===== src/hw/rtl/sckey_pkg.sv =====
// ----------------------------------------------------------------------------
// sckey_pkg
// Shared types, constants and the US layout character table for the
// scan code key event tracker.
// ----------------------------------------------------------------------------
package sckey_pkg;

   localparam int unsigned KEY_SLOTS   = 96;
   localparam int unsigned CODE_LIMIT  = 'h60;
   localparam int unsigned SCAN_W      = 8;
   localparam int unsigned CODE_W      = 7;
   localparam int unsigned CHAR_W      = 7;
   localparam int unsigned FIFO_DEPTH  = 4;
   localparam int unsigned FIFO_PTR_W  = $clog2(FIFO_DEPTH);
   localparam int unsigned FIFO_CNT_W  = $clog2(FIFO_DEPTH + 1);

   typedef enum logic [1:0] {
      EV_PRESS   = 2'd0,
      EV_REPEAT  = 2'd1,
      EV_RELEASE = 2'd2
   } event_kind_type;

   typedef struct packed {
      event_kind_type           kind;
      logic [CODE_W-1:0]        code;
      logic [CHAR_W-1:0]        ascii;
      logic                     last;
   } rsp_item_type;

   function automatic logic [CHAR_W-1:0] us_char(input logic [CODE_W-1:0] code);
      logic [CHAR_W-1:0] ch;
      case (code)
         7'd1: begin ch = 7'h1B; end
         7'd2: begin ch = 7'h31; end
         7'd3: begin ch = 7'h32; end
         7'd4: begin ch = 7'h33; end
         7'd5: begin ch = 7'h34; end
         7'd6: begin ch = 7'h35; end
         7'd7: begin ch = 7'h36; end
         7'd8: begin ch = 7'h37; end
         7'd9: begin ch = 7'h38; end
         7'd10: begin ch = 7'h39; end
         7'd11: begin ch = 7'h30; end
         7'd12: begin ch = 7'h2D; end
         7'd13: begin ch = 7'h3D; end
         7'd14: begin ch = 7'h08; end
         7'd15: begin ch = 7'h09; end
         7'd16: begin ch = 7'h71; end
         7'd17: begin ch = 7'h77; end
         7'd18: begin ch = 7'h65; end
         7'd19: begin ch = 7'h72; end
         7'd20: begin ch = 7'h74; end
         7'd21: begin ch = 7'h79; end
         7'd22: begin ch = 7'h75; end
         7'd23: begin ch = 7'h69; end
         7'd24: begin ch = 7'h6F; end
         7'd25: begin ch = 7'h70; end
         7'd26: begin ch = 7'h5B; end
         7'd27: begin ch = 7'h5D; end
         7'd28: begin ch = 7'h0A; end
         7'd30: begin ch = 7'h61; end
         7'd31: begin ch = 7'h73; end
         7'd32: begin ch = 7'h64; end
         7'd33: begin ch = 7'h66; end
         7'd34: begin ch = 7'h67; end
         7'd35: begin ch = 7'h68; end
         7'd36: begin ch = 7'h6A; end
         7'd37: begin ch = 7'h6B; end
         7'd38: begin ch = 7'h6C; end
         7'd39: begin ch = 7'h3B; end
         7'd40: begin ch = 7'h27; end
         7'd41: begin ch = 7'h60; end
         7'd43: begin ch = 7'h5C; end
         7'd44: begin ch = 7'h7A; end
         7'd45: begin ch = 7'h78; end
         7'd46: begin ch = 7'h63; end
         7'd47: begin ch = 7'h76; end
         7'd48: begin ch = 7'h62; end
         7'd49: begin ch = 7'h6E; end
         7'd50: begin ch = 7'h6D; end
         7'd51: begin ch = 7'h2C; end
         7'd52: begin ch = 7'h2E; end
         7'd53: begin ch = 7'h2F; end
         7'd55: begin ch = 7'h2A; end
         7'd57: begin ch = 7'h20; end
         7'd74: begin ch = 7'h2D; end
         7'd78: begin ch = 7'h2B; end
         default: begin ch = 7'h00; end
      endcase
      return ch;
   endfunction

endpackage


===== src/hw/rtl/scan_code_key_event_tracker_top.sv =====
// ----------------------------------------------------------------------------
// scan_code_key_event_tracker_top
// Turns raw keyboard bytes into press, repeat and release words.
//
// The req_ channel takes one word per keyboard read: the data-ready flag and
// the raw byte. Each accepted word yields up to two rsp_ words: a release of
// the previously seen key when the key changes, then a press or repeat word
// for the current key when its code is nonzero. rsp_last_event marks the
// final word caused by one input word; an input that causes nothing yields
// no word at all.
// Results are written into the queue and appear from its registered head.
// One input word can be taken every cycle while req_ready is high; a word
// with two results needs two output handshakes. req_ready is set by a
// four-entry result queue, which takes new input while it holds at most two
// results, so input and output handshakes are fully decoupled.
// A key only ever holds press or repeat while it is the most recent key, so
// the phase of every other key is idle or release and needs no table.
// Reset clears the queue and forgets the previous key. When the receiver
// stalls, results wait in the queue and req_ready drops once the queue holds
// more than two results.
// ----------------------------------------------------------------------------
module scan_code_key_event_tracker_top
   import sckey_pkg::*;
(
   input  logic              clock,
   input  logic              reset,
   input  logic              req_valid,
   output logic              req_ready,
   input  logic              req_data_ready,
   input  logic [SCAN_W-1:0] req_scan_byte,
   output logic              rsp_valid,
   input  logic              rsp_ready,
   output logic [1:0]        rsp_event_kind,
   output logic [CODE_W-1:0] rsp_key_index,
   output logic [CHAR_W-1:0] rsp_ascii_char,
   output logic              rsp_last_event
);

   localparam logic [FIFO_CNT_W-1:0] READY_LIMIT = FIFO_CNT_W'(FIFO_DEPTH - 2);

   rsp_item_type            entries_ff [FIFO_DEPTH];
   rsp_item_type            entries_in [FIFO_DEPTH];
   logic [FIFO_PTR_W-1:0]   wr_ptr_ff, wr_ptr_in;
   logic [FIFO_PTR_W-1:0]   rd_ptr_ff, rd_ptr_in;
   logic [FIFO_CNT_W-1:0]   count_ff, count_in;
   logic [CODE_W-1:0]       prev_code_ff, prev_code_in;
   logic                    prev_valid_ff, prev_valid_in;

   logic [SCAN_W-1:0]       raw_code;
   logic [CODE_W-1:0]       code;
   logic                    push, pop, rel, emit_key;
   logic [1:0]              push_n;
   rsp_item_type            rel_item, key_item, head;

   assign req_ready = (count_ff <= READY_LIMIT);
   assign rsp_valid = (count_ff != '0);
   assign push      = req_valid && req_ready;
   assign pop       = rsp_valid && rsp_ready;

   always_comb begin
      raw_code = req_data_ready ? req_scan_byte : '0;
      if (raw_code >= SCAN_W'(CODE_LIMIT) || 32'(raw_code) >= KEY_SLOTS) begin
         code = '0;
      end else begin
         code = raw_code[CODE_W-1:0];
      end
      emit_key = (code != '0);
      rel      = prev_valid_ff && (prev_code_ff != code);
      push_n   = {1'b0, rel} + {1'b0, emit_key};

      rel_item.kind  = EV_RELEASE;
      rel_item.code  = prev_code_ff;
      rel_item.ascii = us_char(prev_code_ff);
      rel_item.last  = !emit_key;

      key_item.kind  = (prev_valid_ff && !rel) ? EV_REPEAT : EV_PRESS;
      key_item.code  = code;
      key_item.ascii = us_char(code);
      key_item.last  = 1'b1;

      entries_in    = entries_ff;
      wr_ptr_in     = wr_ptr_ff;
      rd_ptr_in     = rd_ptr_ff;
      prev_code_in  = prev_code_ff;
      prev_valid_in = prev_valid_ff;

      if (push) begin
         if (rel) begin
            entries_in[wr_ptr_ff] = rel_item;
         end
         if (emit_key) begin
            entries_in[wr_ptr_ff + FIFO_PTR_W'(rel)] = key_item;
         end
         wr_ptr_in     = wr_ptr_ff + FIFO_PTR_W'(push_n);
         prev_code_in  = code;
         prev_valid_in = 1'b1;
      end
      if (pop) begin
         rd_ptr_in = rd_ptr_ff + 1'b1;
      end
      count_in = count_ff + (push ? FIFO_CNT_W'(push_n) : '0) - FIFO_CNT_W'(pop);
   end

   always_ff @(posedge clock) begin
      entries_ff <= entries_in;
      if (reset) begin
         wr_ptr_ff     <= '0;
         rd_ptr_ff     <= '0;
         count_ff      <= '0;
         prev_code_ff  <= '0;
         prev_valid_ff <= 1'b0;
      end else begin
         wr_ptr_ff     <= wr_ptr_in;
         rd_ptr_ff     <= rd_ptr_in;
         count_ff      <= count_in;
         prev_code_ff  <= prev_code_in;
         prev_valid_ff <= prev_valid_in;
      end
   end

   assign head           = entries_ff[rd_ptr_ff];
   assign rsp_event_kind = head.kind;
   assign rsp_key_index  = head.code;
   assign rsp_ascii_char = head.ascii;
   assign rsp_last_event = head.last;

   // The queue never holds more results than it has entries.
   a_count_bound: assert property (@(posedge clock) disable iff (reset)
      count_ff <= FIFO_CNT_W'(FIFO_DEPTH))
      else $error("result queue overflow");

   // A release that is not the last word is followed by its key word at once.
   a_release_pair: assert property (@(posedge clock) disable iff (reset)
      (pop && head.kind == EV_RELEASE && !head.last) |=> rsp_valid)
      else $error("key word missing after release");

   // Once a key has been seen it is never forgotten until reset.
   a_prev_sticky: assert property (@(posedge clock) disable iff (reset)
      prev_valid_ff |=> prev_valid_ff)
      else $error("previous key lost");

endmodule


===== config.mk =====
export PLATFORM = sky130hd
export DESIGN_NAME = scan_code_key_event_tracker_top
export DESIGN_NICKNAME = d
export VERILOG_FILES = /design/src/hw/rtl/sckey_pkg.sv /design/src/hw/rtl/scan_code_key_event_tracker_top.sv
export SDC_FILE = /design/constraint.sdc
export NUM_CORES = 1
export LEC_CHECK = 0
export ABC_AREA = 1
export BUFFER_PORTS_ARGS = -buffer_cell sky130_fd_sc_hd__buf_2
export CAP_MARGIN = 20
export CORE_ASPECT_RATIO = 1.25
export CORE_MARGIN = 3
export CORE_UTILIZATION = 31
export DETAILED_ROUTE_END_ITERATION = 8
export REMOVE_ABC_BUFFERS = 1
export SKIP_CTS_REPAIR_TIMING = 1
export SLEW_MARGIN = 40
export SYNTH_ARGS = -nofsm -noshare
export SYNTH_HDL_FRONTEND = slang
export SYNTH_SLANG_ARGS = --single-unit

===== constraint.sdc =====
create_clock -name clock -period 2.8 [get_ports clock]
set_input_delay 0.14 -clock clock [delete_from_list [all_inputs] [get_ports clock]]
set_output_delay 0.14 -clock clock [all_outputs]
set_load 0.005 [all_outputs]

==> results of run 1 <==
sequential cells by signal (all words and copies together), names as in the netlist:
signal	flops
entries_ff	68
prev_code_ff	7
rel_item	7
count_ff	3
rd_ptr_ff	2
wr_ptr_ff	2
prev_valid_ff	1
worst paths after layout:
path                                 startpoint        endpoint  slack [ns]  depth (start not counted)
worst max-delay path            prev_code_ff[5]     count_ff[2]        0.20                         15
worst min-delay path                      reset     count_ff[0]        0.07                          2
worst max register to register  prev_code_ff[5]     count_ff[2]        0.20                         15
worst min register to register   entries_ff[67]  entries_ff[67]        0.61                          2
metal layers:
layer  vias to the layer above  share of wire [%]
met2                       284                 49
met1                      3660                 43
met3                        51                5.2
met4                         0                2.8
met5                         -                  0
li1                       3949                  -
worst reg2reg max path, stage by stage (launching register included):
cell and delay, ns:
dfxtp_1 0.42, inv_2 0.10, nand3_1 0.09, nand2_1 0.06
inv_2 0.04, nand2_1 0.05, nor2_2 0.17, a21oi_4 0.12
ha_1 0.32, nand2_1 0.06, ha_1 0.27, inv_1 0.03
ha_1 0.18, fa_1 0.38, o21ai_0 0.16, a21oi_1 0.05
where the power goes:
part           internal, mW  switching (mW)
clock                 0.753           0.588
combinational          1.50            2.64
sequential             2.16           0.390
total                  4.41            3.61
cells by family after synthesis:
kind of cell	share of synthesized area [%]
xor+xnor	0.8115
flops	32.86
mux	1.971
buf+inv	9.688
simple gates	39.05
compound gates	11.38
fa+ha+maj	4.240
final cells by class:
cell class,instances,area share [%]
multi-input cells,907,50.00
flip-flops and latches,90,28.46
repair buffers,104,8.247
inverters,117,5.034
well taps,325,4.662
clock buffers,11,2.912
clock inverters,5,0.6885
stage by stage:
step	hold WS [ns]	area [µm²]	cells	TNS, ns
6_report	0.06520	8723	1559	0
5_1_grt	0.09449	8723	1559	0
4_1_cts	0.07339	8701	1559	0
3_5_place_dp	0.4432	8387	1543	-0.009487
3_3_place_gp	0.4434	8387	1543	0
2_1_floorplan	0.2091	7262	1114	-34.87
placed cells by master, fill, tap and decap left out, types with 22 or more instances in the layout:
cell / count
o21ai_0: 97
inv_1: 102
buf_4: 71
ha_1: 24
edfxtp_1: 68
nand3_1: 143
a21oi_1: 22
dfxtp_1: 22
nor2_1: 68
nand2_1: 453
buf_2: 31
==> key figures, run 1 <==
Synth
  • Post-synth cell types: 37
  • Syn avg cell area: about 6.4 µm²
  • Count of flip-flops with a built-in enable after synthesis: about 70
  • Syn Std Cell Area: between 7000 and 8000 µm²
  • Async SR Flop Fraction: 0%
  • Post-synth top area share: between 20% and 30%
  • Leading post-synthesis cells by cell area: edfxtp_1 (27%), nand2_1 (23%), nand3_1 (9.5%)
  • Yosys warning count: 0
  • Leading cell types by count after synthesis: nand2_1 (453), nand3_1 (143), inv_1 (105)
  • Library cell with the largest summed area after synthesis: edfxtp_1
  • Most instantiated library cell after synthesis: nand2_1
  • Post-synthesis sequential area ratio: 32.86%
  • Dominant register cell in the synthesized netlist: edfxtp_1
  • Synthesized instance count: 1175
  • Count of state elements after synthesis: 90

Global route
  • Grt met2 use: 34.38%
  • Global routing usage on met1: 25.38%
  • Initial antenna violation count: 0
  • Met3 routing resource usage after global routing: between 1.5 and 2%
  • Via count of the first global-routing pass: between 7k and 8k
  • Most used routing layer in global routing: met2
  • Overflow left after global routing: 0
  • Pin count of the biggest net entering global routing: between 50 and 60
  • Total global routing track utilization: roughly a fifth
  • First-pass GRT wire length: 41800 µm

Cells and area
  • Number of nets in the finished design: around 1.3k
  • End-of-flow core utilization: 36.52%
  • Fraction of layout cells with a size suffix above 1: 13.53%
  • Number of fill cells: 2552
  • Area taken by flip-flops and latches: approximately 2500 µm²
  • Count of inserted antenna diode cells: 0
  • Area used by multi-input combinational logic: 4362 µm²
  • Area added between synthesis and finish: 15.47%

Worst hold path
  • Hold Crit Class: in -> reg

Floorplanning
  • Initial Util: a little under a third
  • Area of the die: 26290 µm²
  • Vert. Die Dim: approximately 180 µm
  • I/O pin count: 32
  • Placeable Area: between 20000 and 25000 µm²
  • Standard-cell row count: 63
  • Die outline width: ~150 µm

Placement
  • Pre-CTS WS: -0.009487 ns
  • Detailed placement HPWL: 18560 µm
  • GP Congestion: 0.9449
  • Buffers added on ports: 31

Timing
  • Fmax: 384.0 MHz
  • Max-slew violation count: 0
  • Worst-case headroom to the max-slew limit: 49.03%
  • Final critical-path share of the clock period: 93.01%
  • Number of endpoints failing setup at the final stage: 0
  • RSZ-0062 raised after global routing: false
  • Transition time of the tightest slew-check pin: 0.7646 ns
  • Final critical path time including I/O delays and setup: approximately 2.6 ns
  • PnR worst setup slack: 0.1958 ns
  • Worst clock skew: 0.01114 ns
  • Number of hold-slack violations in the final timing report: 0

Clocking
  • TritonCTS Buffers: 9
  • Clock transition at the register clock pins on the worst setup and hold paths after CTS: 0.07 ns
  • Clock tree from TritonCTS: done
  • CTS H-tree lvls: 3
  • Later-pin clock latency in the skew report: 0.36 ns
  • CTS root buf: clkbuf_16
  • Clock Sink Count: 90
  • Buffer depth of the longest clock path: 2

Detailed routing
  • Post-route DRC: 0
  • Via Count: 7944
  • Number of vias per cell: 5.096
  • Final ANT Viol Nets: 0
  • Routed wire per std cell: approximately 17 µm
  • Wirelength, routed: 26120 µm
  • Detailed-routing iteration count for the pre-antenna-repair pass: 6
  • Iteration-0 DRC count of the detailed router: 991

Worst setup path
  • Crit path max-delay cell type: dfxtp_1
  • Number of buffers and inverters on the critical path: 3
  • Longest individual stage delay on the worst path: 0.42 ns
  • Worst Path Arrival: 2.85 ns
  • Kind of start point of the critical path: flip-flop
  • Largest fanout on the critical path: 5
  • Type of destination of the critical path: flip-flop
  • Kind of critical path: reg -> reg
  • Top delay family on crit path: adder cells
  • CP required: 3.04 ns
  • Ordered cell list for the critical path: inv_2 -> nand3_1 -> nand2_1 -> inv_2 -> nand2_1 -> nor2_2 -> a21oi_4 -> ha_1 -> nand2_1 -> ha_1 -> inv_1 -> ha_1 -> fa_1 -> o21ai_0 -> a21oi_1

Power
  • Final Total Pwr: approximately 8.0 mW
  • Leakage dissipation: 4.372 nW
  • Power density of the placed cells: 920.3 nW/µm²
  • Maximum VDD drop: 381.1 µV

Job
  • Max cap viols: 0

Status
  • Result of the run: finished clean
No activity file was read; power rests on OpenSTA's default activity.
==> inputs of run 2 (changes only) <==
- REMOVE_ABC_BUFFERS: 1 -> not set
==> key figures, run 2 (synthesis results as in run 1) <==
Status
  • Result of the run: finished clean

Cells and area
  • Most common cell after layout, fill and taps aside: nand2_1
  • Area added between synthesis and finish: 16.88%
  • Number of flip-flops under the largest register name: 68
  • Fraction of layout cells with a size suffix above 1: 13.95%
  • Register with the highest flop count: entries_ff
  • Post-route non-filler standard cell count: 1565
  • Count of inserted antenna diode cells: 0
  • Number of nets in the finished design: 1273
  • Number of fill cells: 2571
  • Most frequent cells in the layout: nand2_1 (452), nand3_1 (143), inv_1 (103)

Detailed routing
  • Via Count: 7901
  • Post-route DRC: 0
  • Detailed-routing iteration count for the pre-antenna-repair pass: 6
  • Routed wire per std cell: 16.60 µm
  • Wirelength, routed: 25980 µm
  • Number of vias per cell: 5.049
  • Final ANT Viol Nets: 0
  • Iteration-0 DRC count of the detailed router: 723

Clocking
  • Clock transition at the register clock pins on the worst setup and hold paths after CTS: 0.07 ns
  • Buffer depth of the longest clock path: 2
  • Clock Sink Count: 90
  • Clock tree from TritonCTS: done
  • Later-pin clock latency in the skew report: 0.35 ns
  • TritonCTS Buffers: 9
  • CTS root buf: clkbuf_16
  • CTS H-tree lvls: 3

Global route
  • Total global routing track utilization: around 20%
  • First-pass GRT wire length: 41700 µm
  • Via count of the first global-routing pass: 7628
  • Overflow left after global routing: 0
  • Initial antenna violation count: 0
  • Pin count of the biggest net entering global routing: 53

Placement
  • Pre-CTS WS: -0.2324 ns
  • GP Congestion: 0.9127
  • Placed cells: 1549
  • Detailed placement HPWL: 19000 µm
  • Buffers added on ports: 31

Synth
  • Syn nets: ~1.2k

Worst hold path
  • Hold Crit Class: in -> reg

Timing
  • Max-slew violation count: 0
  • Total Negative Setup Slacks: 0 ns
  • Number of hold-slack violations in the final timing report: 0
  • Final critical-path share of the clock period: a little over nine tenths
  • Fmax: 373.9 MHz
  • RSZ-0062 raised after global routing: false
  • Worst-case headroom to the max-slew limit: 48.99%
  • Final critical path time including I/O delays and setup: 2.675 ns
  • Number of endpoints failing setup at the final stage: 0
  • PnR worst setup slack: around 0.13 ns
  • Worst clock skew: 0.01108 ns
  • Transition time of the tightest slew-check pin: 0.7652 ns

Power
  • Power density of the placed cells: 898.8 nW/µm²
  • Maximum VDD drop: 286.4 µV
  • Leakage dissipation: ~4.4 nW

Worst setup path
  • Largest fanout on the critical path: 5
  • CP required: slightly below 3 ns
  • Crit path max-delay cell type: dfxtp_1
  • Kind of start point of the critical path: flip-flop
  • Kind of critical path: reg -> reg
  • Ordered cell list for the critical path: xor2_1 -> nand2_1 -> nor2_2 -> a21oi_2 -> ha_1 -> or2_2 -> nand2_1 -> inv_1 -> nor3_4 -> buf_4 -> nand3_1 -> nand2_1 -> inv_1
  • Type of destination of the critical path: flip-flop
  • Cell type with the highest occurrence count on the critical path: nand2_1
  • Worst Path Arrival: 2.79 ns
  • Longest individual stage delay on the worst path: 0.45 ns

Floorplanning
  • I/O pin count: 32
  • Initial Util: 31.63%
  • Standard-cell row count: 63
  • Die outline width: 145.6 µm
  • Vert. Die Dim: about 180 µm
  • Placeable Area: 23880 µm²
  • Area of the die: 26290 µm²

Job
  • Max cap viols: 0
-- run 2: cell count changes in the layout (fill, tap and decap cells not counted), sizes merged --
| cell | before | now |
|---|---|---|
| inv | 119 | 118 |
| clkinvlp | 1 | 0 |
| clkinv | 1 | 3 |
| buf | 104 | 110 |
-- run 2: cell type report --
type,instances,area (µm²),share of cell area [%]
multi-input combinational,907,4398,49.81
sequential,90,2484,28.13
timing repair buffer,110,802.0,9.083
inverter,117,444.2,5.030
tap,325,406.6,4.605
clock buffer,11,242.7,2.749
clock inverter,5,52.55,0.5952
-- run 2: critical path: cells and delay by family, from the launching register on --
kind / cells / cell delay (ns)
adders and majority gates: 1 / 0.21
and+or+nand+nor: 7 / 1.09
DFF: 1 / 0.45
AOI/OAI and AO/OA: 1 / 0.14
buffers and inverters: 3 / 0.37
xor gates and xnor gates: 1 / 0.17
-- run 2: layer usage --
metal | global-route usage (%) | vias up | wire, µm
met5 | 0 | - | 0
met4 | 8.438 | 0 | 845
met3 | 2.289 | 50 | 1432
met2 | 33.72 | 268 | 12770
met1 | 24.93 | 3635 | 10930
li1 | - | 3948 | -
-- run 2: metrics by stage --
step,power [mW],util [%],hold slack (ns),area (µm²)
after floorplan,5.238,-,0.2091,7599
after global routing,8.629,36.97,0.1469,8830
final,7.936,36.97,0.1381,8830
after CTS,7.910,36.83,0.1273,8797
after detailed placement,6.633,35.60,0.4941,8502
after global placement,6.566,35.60,0.4900,8502
-- run 2: path summary, 6_finish.rpt --
| path | startpoint | to | slack, ns | cells after the start |
|---|---|---|---|---|
| worst max register to register | prev_code_ff[2] | entries_ff[37] | 0.13 | 13 |
| worst min register to register | prev_valid_ff | prev_valid_ff | 0.55 | 2 |
| worst max-delay path | prev_code_ff[2] | entries_ff[37] | 0.13 | 13 |
| worst min-delay path | rsp_ready | rd_ptr_ff[0] | 0.14 | 4 |
-- run 2: where the power goes --
group,leakage [nW],switching [mW],internal (mW),total (mW)
clock,0.147,0.557,0.715,1.27
sequential,0.840,0.410,2.16,2.57
combinational,3.44,2.59,1.50,4.09
